File: src/rtl/core/three_level_exclusive_lru_cache_assert.svh
// ----------------------------------------------------------------------------
// Assertion macros for the three-level LRU cache
// Implication checks clocked on clk and disabled while rst_n is low.
// ----------------------------------------------------------------------------
`ifndef THREE_LEVEL_EXCLUSIVE_LRU_CACHE_ASSERT_SVH
`define THREE_LEVEL_EXCLUSIVE_LRU_CACHE_ASSERT_SVH

// same-cycle implication
`define TLC_ASSERT_IMP(lbl, ante, cons, msg) \
  lbl: assert property (@(posedge clk) disable iff (!rst_n) (ante) |-> (cons)) \
    else $error(msg);

// next-cycle implication
`define TLC_ASSERT_NXT(lbl, ante, cons, msg) \
  lbl: assert property (@(posedge clk) disable iff (!rst_n) (ante) |=> (cons)) \
    else $error(msg);

`endif

File: src/rtl/core/tlcache_pkg.sv
// ----------------------------------------------------------------------------
// tlcache_pkg
// Shared widths, codes and control bundles of the three-level LRU cache.
// ----------------------------------------------------------------------------
package tlcache_pkg;

  localparam int unsigned LAT_W      = 10;
  localparam int unsigned ACC_W      = 12;
  localparam int unsigned SUM_W      = 48;
  localparam int unsigned MISS_W     = 32;
  localparam int unsigned ID_W       = 32;
  localparam int unsigned EXTRA_W    = 16;
  localparam int unsigned LEVEL_W    = 2;
  localparam int unsigned CFG_ADDR_W = 2;
  localparam int unsigned IN_W       = 48;
  localparam int unsigned OUT_W      = 96;

  localparam logic [LAT_W-1:0] L1_LAT_RST  = 10'd4;
  localparam logic [LAT_W-1:0] L2_LAT_RST  = 10'd12;
  localparam logic [LAT_W-1:0] L3_LAT_RST  = 10'd40;
  localparam logic [LAT_W-1:0] RAM_LAT_RST = 10'd200;

  typedef enum logic [CFG_ADDR_W-1:0] {
    REG_L1_LAT  = 2'd0,
    REG_L2_LAT  = 2'd1,
    REG_L3_LAT  = 2'd2,
    REG_RAM_LAT = 2'd3
  } cfg_reg_t;

  typedef enum logic [LEVEL_W-1:0] {
    LVL_L1  = 2'd0,
    LVL_L2  = 2'd1,
    LVL_L3  = 2'd2,
    LVL_RAM = 2'd3
  } hit_level_t;

  typedef struct packed {
    logic cmp_en;
    logic upd_en;
    logic ins;
    logic block;
  } lvl_ctrl_t;

  typedef struct packed {
    logic hit;
    logic evict;
  } lvl_stat_t;

endpackage

File: src/rtl/core/tlcache_cell.sv
// ----------------------------------------------------------------------------
// tlcache_cell
// One LRU slot: holds a block id and occupancy, compares against the key and
// takes its neighbor's contents when told to shift.
// ----------------------------------------------------------------------------
module tlcache_cell #(
  parameter int unsigned ID_BITS = 32
) (
  input  logic               clk,
  input  logic               rst_n,
  input  logic               cmp_en,
  input  logic               shift_en,
  input  logic [ID_BITS-1:0] key,
  input  logic [ID_BITS-1:0] prev_data,
  input  logic               prev_valid,
  output logic [ID_BITS-1:0] data,
  output logic               valid,
  output logic               match
);

  logic [ID_BITS-1:0] data_r;
  logic               valid_r;
  logic               match_r;

  always_ff @(posedge clk) begin
    if (!rst_n) begin
      valid_r <= 1'b0;
      match_r <= 1'b0;
    end else begin
      if (cmp_en) begin
        match_r <= valid_r & (data_r == key);
      end
      if (shift_en) begin
        valid_r <= prev_valid;
      end
    end
  end

  always_ff @(posedge clk) begin
    if (shift_en) begin
      data_r <= prev_data;
    end
  end

  assign data  = data_r;
  assign valid = valid_r;
  assign match = match_r;

endmodule

File: src/rtl/core/tlcache_level.sv
`include "three_level_exclusive_lru_cache_assert.svh"
// ----------------------------------------------------------------------------
// tlcache_level
// One cache level as a row of LRU cells, front at cell 0. A hit moves the
// cells ahead of it back by one; an insert without a hit shifts the whole row
// and pushes out the last entry.
// ----------------------------------------------------------------------------
module tlcache_level #(
  parameter int unsigned DEPTH   = 32,
  parameter int unsigned ID_BITS = 32
) (
  input  logic                   clk,
  input  logic                   rst_n,
  input  tlcache_pkg::lvl_ctrl_t ctrl,
  input  logic [ID_BITS-1:0]     key,
  input  logic [ID_BITS-1:0]     front,
  output tlcache_pkg::lvl_stat_t stat,
  output logic [ID_BITS-1:0]     victim
);
  import tlcache_pkg::*;

  logic [ID_BITS-1:0] data_a [DEPTH];
  logic [DEPTH-1:0]   valid_v;
  logic [DEPTH-1:0]   match_v;
  logic [DEPTH-1:0]   hit_v;
  logic [DEPTH-1:0]   sel_v;
  logic [DEPTH-1:0]   shift_v;
  logic               hit;

  assign hit_v   = match_v & {DEPTH{~ctrl.block}};
  assign hit     = |hit_v;
  assign sel_v   = hit_v | (hit_v - DEPTH'(1));
  assign shift_v = {DEPTH{ctrl.upd_en & ctrl.ins}} & (sel_v | {DEPTH{~hit}});

  assign stat.hit   = hit;
  assign stat.evict = ctrl.ins & ~hit & valid_v[DEPTH-1];
  assign victim     = data_a[DEPTH-1];

  for (genvar i = 0; i < DEPTH; i++) begin : g_cell
    logic [ID_BITS-1:0] prev_data;
    logic               prev_valid;

    if (i == 0) begin : g_head
      assign prev_data  = front;
      assign prev_valid = 1'b1;
    end else begin : g_body
      assign prev_data  = data_a[i-1];
      assign prev_valid = valid_v[i-1];
    end

    tlcache_cell #(
      .ID_BITS (ID_BITS)
    ) u_cell (
      .clk        (clk),
      .rst_n      (rst_n),
      .cmp_en     (ctrl.cmp_en),
      .shift_en   (shift_v[i]),
      .key        (key),
      .prev_data  (prev_data),
      .prev_valid (prev_valid),
      .data       (data_a[i]),
      .valid      (valid_v[i]),
      .match      (match_v[i])
    );
  end

  `TLC_ASSERT_IMP(a_single_match, 1'b1, $onehot0(match_v), "level holds a block id twice")
  `TLC_ASSERT_IMP(a_fill_contig, 1'b1, ((valid_v >> 1) & ~valid_v) == '0, "level fill has a gap")

endmodule

File: config.mk
export PLATFORM = sky130hd
export DESIGN_NAME = tlcache_level
export DESIGN_NICKNAME = d
export VERILOG_FILES = /design/src/rtl/core/tlcache_pkg.sv /design/src/rtl/core/tlcache_cell.sv /design/src/rtl/core/tlcache_level.sv
export VERILOG_INCLUDE_DIRS = /design/src /design/src/rtl/core
export SDC_FILE = /design/constraint.sdc
export NUM_CORES = 1
export LEC_CHECK = 0
export BUFFER_PORTS_ARGS = -buffer_cell sky130_fd_sc_hd__buf_2
export CORE_MARGIN = 3
export CORE_UTILIZATION = 54
export CTS_BUF_LIST = sky130_fd_sc_hd__clkbuf_4 sky130_fd_sc_hd__clkbuf_8 sky130_fd_sc_hd__clkbuf_16
export DETAILED_ROUTE_END_ITERATION = 7
export PLACE_DENSITY = 0.7
export SKIP_CTS_REPAIR_TIMING = 1
export SYNTH_ARGS = -nofsm -noshare
export SYNTH_HDL_FRONTEND = slang
export SYNTH_HIERARCHICAL = 1
export SYNTH_SLANG_ARGS = --single-unit
File: constraint.sdc
create_clock -name clk -period 9.5 [get_ports clk]
set_clock_uncertainty 0.2 [all_clocks]
set_input_delay 0.95 -clock clk [delete_from_list [all_inputs] [get_ports clk]]
set_output_delay 0.95 -clock clk [all_outputs]
set_load 0.005 [all_outputs]
---- Yosys cells after proc, flatten, opt, wreduce, memory -nomap -nowiden ----
Index checks and enable logic that the tools add are counted.
storage, ports and cells
  bits in writable memories ............... 0
  output and inout port bits .............. 34
  bits in latches ......................... 0
  word-level logic and storage cells ...... 171
  memories kept ........................... 0
  flip-flop bits (word level) ............. 1088
  input port bits ......................... 70
  memory bits (read-only) ................. 0
operators by class
  mux-type cells .......................... 0
  order comparisons ....................... 0
  divide/modulo/power cells ............... 0
  eq/ne operators ......................... 32
  add/subtract/negate cells ............... 1
  bitwise gates (word level) .............. 41
  shift-type cells ........................ 0
  reduce and logical (&&, ||, !) cells .... 1
  multipliers ............................. 0
operator list
  cell                                                 count
  equality test 32 bit                                 32
  bitwise AND 32 bit                                   2
  bitwise OR 32 bit                                    2
  bitwise AND 1 bit                                    35
  OR reduction 32 bit                                  1
  subtractor 32 x 1 -> 32 bit (second input constant)  1
  NOT 1 bit                                            2

---- Longest topological paths before layout ----
  word-level depth ........................ 6
  depth in mapped cells ................... 7
  gate-level depth less buffers ........... 6

---- Hierarchy ----
The synthesis kept the hierarchy.
by module, submodules not included
  module         instances  area each (sq um)  cells each
  tlcache_cell   32         1381.3             82
  tlcache_level  1          690.7              111

---- Worst setup path after synthesis ----
No wires, ideal clock.
  path type ............................... in2reg
  start point ............................. input ctrl[1] in the netlist's numbering
  end point ............................... register g_cell[29].u_cell.valid_r
  stages .................................. 6
  setup time .............................. 0.121 ns
  data required time ...................... 9.179 ns
  data arrival time ....................... 4.481 ns
  path slack .............................. 4.699 ns
  path through ............................ nand2_2 nor4_1 nand4_1 o31ai_1 mux2i_1 nor2b_1
on the way
  word-level cells in the longest chain between the ends .. 2
ends and longest elaborated chain
  what                    line                 RTL
  start: declaration      tlcache_level.sv:14  input tlcache_pkg::lvl_ctrl_t ctrl,
  bitwise AND 1 bit       tlcache_level.sv:33  assign shift_v = {DEPTH{ctrl.upd_en & ctrl.ins}} & (sel_v | {DEPTH{~hit}});
  bitwise AND 32 bit      tlcache_level.sv:33
  via shift_v[29]         tlcache_level.sv:27  logic [DEPTH-1:0] shift_v;
  end signal: assignment  tlcache_cell.sv:34   valid_r <= prev_valid;
  end: declaration        tlcache_cell.sv:22   logic valid_r;
The timed path passes the listed nets, and every way through them passes these cells.
A chain may end at the register's enable or synchronous reset.

==> impl_results.md <==
- Max-cap viol count: 0
- Sequential-to-total area share from yosys stat: 0.713
- CP max FO: 9
- I/O pin cnt: 104
- CTS max path bufs: 3
- Vias per inst: 5.43
- DR iter-0 viols: 1156
- Post-synthesis cell count: 2735
- Routability cong.: 0.797
- Place WS: 5850 ps
- Drt drc: 0
- Pwr dens: 208 nW/um^2
- H-tree depth: 3
- Commonest non-fill, non-tap cells in the layout: edfxtp_1 (1024), xnor2_1 (928), nand4_1 (257)
- Max-slew headroom: 0.218
- Grt total ovfl: 0
- Routed Antenna Nets: 0
- RSZ-0062 raised after global routing: no
- Syn nets: 2805
- Period utilization: 0.427
- Total track usage: 0.177
- Crit Path Category: reg2out
- Ys async rst share: 0
- Worst R2R Setup Slack: 6030 ps
- Largest net degree at the start of global routing: 97
- Global-route wire length before repair: 122000 um
- Num rows: 105
- Die Ht: 294 um
- Worst-path clk slew: 60 ps
- Post-DP HPWL: 55100 um
- Layout cell share with drive strength beyond 1: 0.114
- R2r endpoint: g_cell[20].u_cell/data[11]
- Hold endpoint: g_cell[24].u_cell/data[27]
- CTS tree: yes
- Lkg Pwr: 0.0158 uW
- EDFF count, synth: 1024
- FF-to-FF Start: g_cell[2].u_cell/match
- CTS Sinks: 1088
- Critical path startpoint category: flop
- Die area: 86600 sq um
- Status: finished clean
- Max Clk Rate: 0.246 GHz
- Hold Path Cell Cnt: 0
- Tightest Hold Check Type: reg2reg
- Avg Cell Area, Syn: 16.4 sq um
- Worst Path Arrival: 2910 ps
- Peak VDD IR: 161 uV
- Placed insts: 3928
- Root cell of the clock tree: clkbuf_16
- Via count: 22411
- Post-route minimum period: 4060 ps
- Core ar.: 82200 sq um
- Vias in the first global route: 23610
- Slew @ Worst Pin: 1170 ps
- Worst Hold Launch: g_cell[23].u_cell/data[27]
- Pre-Repair DR Iteration Count: 7
- Final Hold Fails: 0
- Final setup TNS: 0 ps
- Final net count: 3038
- Die X-Extent: 294 um
- Unique cell type count in the Yosys netlist: 38
- Main synth FF type: edfxtp_1
- Max-slew violations: 0
- Clock Latency Late Sink: 660 ps
- Worst Path Required: 8350 ps
- #FFs+latches synth: 1088
- Final WL: 76000 um
- Non-Filler Instances: 4129
- Final worst slack: 5440 ps
- Starting Density: 0.546
- Antenna violations before repair: 3
- Cts bufs inserted: 108
- P&R area growth vs syn: 12.9%
- Most common cell after layout, fill and taps aside: edfxtp_1
- Port Buf Inserts: 103
- Post-DR wirelength/cell: 18.4 um
- Crit end category: output pin
- Setup violations, final: 0
- Yosys warns: 6
- Mapped Area: 44900 sq um
- Worst Reg-to-Reg Cells: 5
[report_power, final]
part           internal [uW]  switching, uW  total (uW)
registers               5510            130        5640
logic                    307            388         695
clock network           2450           1730        4190
total                   8270           2250       10500
[registers in the layout, summed over array words and instances (netlist names)]
| name | count |
|---|---|
| g_cell.u_cell/data | 1024 |
| g_cell.u_cell/match | 32 |
| g_cell.u_cell/valid | 32 |
[worst max-delay path, cell delays in order (launching register included)]
cell and delay (ps):
dfxtp_1 320, or3_1 570, nor2_4 340, nand4_4 380, o41ai_2 460, buf_2 180
[cell type report]
| type | count | area, sq um |
|---|---|---|
| sequential | 1088 | 32000 |
| fill | 5986 | 31500 |
| multi-input combinational | 1636 | 13000 |
| clock buffer | 135 | 2920 |
| tap | 1070 | 1340 |
| timing repair buffer | 131 | 726 |
| clock inverter | 64 | 619 |
| inverter | 3 | 11.3 |
| antenna | 2 | 5.00 |
[per-stage QoR]
stage                     utilization  cell area, sq um  hold WS, ps  total power [uW]
after global routing            0.616             50700          225             10900
after global placement          0.573             47200          248              6400
after floorplan                     -             44900          247              6180
final                           0.616             50700          249             10500
after detailed placement        0.573             47200          254              6450
after CTS                       0.616             50700          210             10700
[Yosys cell counts, types with 22 or more instances]
library cell	number	area, sq um
mux2i_1	32	320
dfxtp_1	64	1280
nor2b_1	32	200
nor2_1	22	82.6
nor3_1	43	215
nor4_1	68	425
edfxtp_1	1024	30700
nand2_1	37	139
xnor2_1	928	8130
xor2_1	96	841
nand3b_1	32	240
nand4_1	257	1610
nand3_1	34	170
[cells by family after synthesis]
group,share of synthesized area
XOR/XNOR,0.200
multiplexers,0.00713
other,0.0000835
AO/OA/AOI/OAI,0.00680
flip-flops,0.713
AND/OR/NAND/NOR,0.0714
buffers and inverters,0.00128
[routing by layer]
metal / vias up / track usage / share of wire
met1: 11176 / 0.193 / 0.37
met3: 148 / 0.0304 / 0.038
met4: 2 / 0.0620 / 0.031
met5: - / 0 / 0.00017
met2: 376 / 0.344 / 0.56
li1: 10709 / - / -
[worst max-delay path by stage]
| stage | from | end | cells past startpoint |
|---|---|---|---|
| floorplan | ctrl[1] | g_cell[29].u_cell/valid | 6 |
| global placement | ctrl[1] | g_cell[28].u_cell/data[11] | 6 |
| detailed placement | ctrl[1] | g_cell[28].u_cell/data[6] | 6 |
| CTS | g_cell[2].u_cell/match | stat[0] | 5 |
| global route | g_cell[2].u_cell/match | stat[0] | 5 |
| finish | g_cell[2].u_cell/match | stat[0] | 5 |
Note: power is estimated with default switching activity, not from simulation.
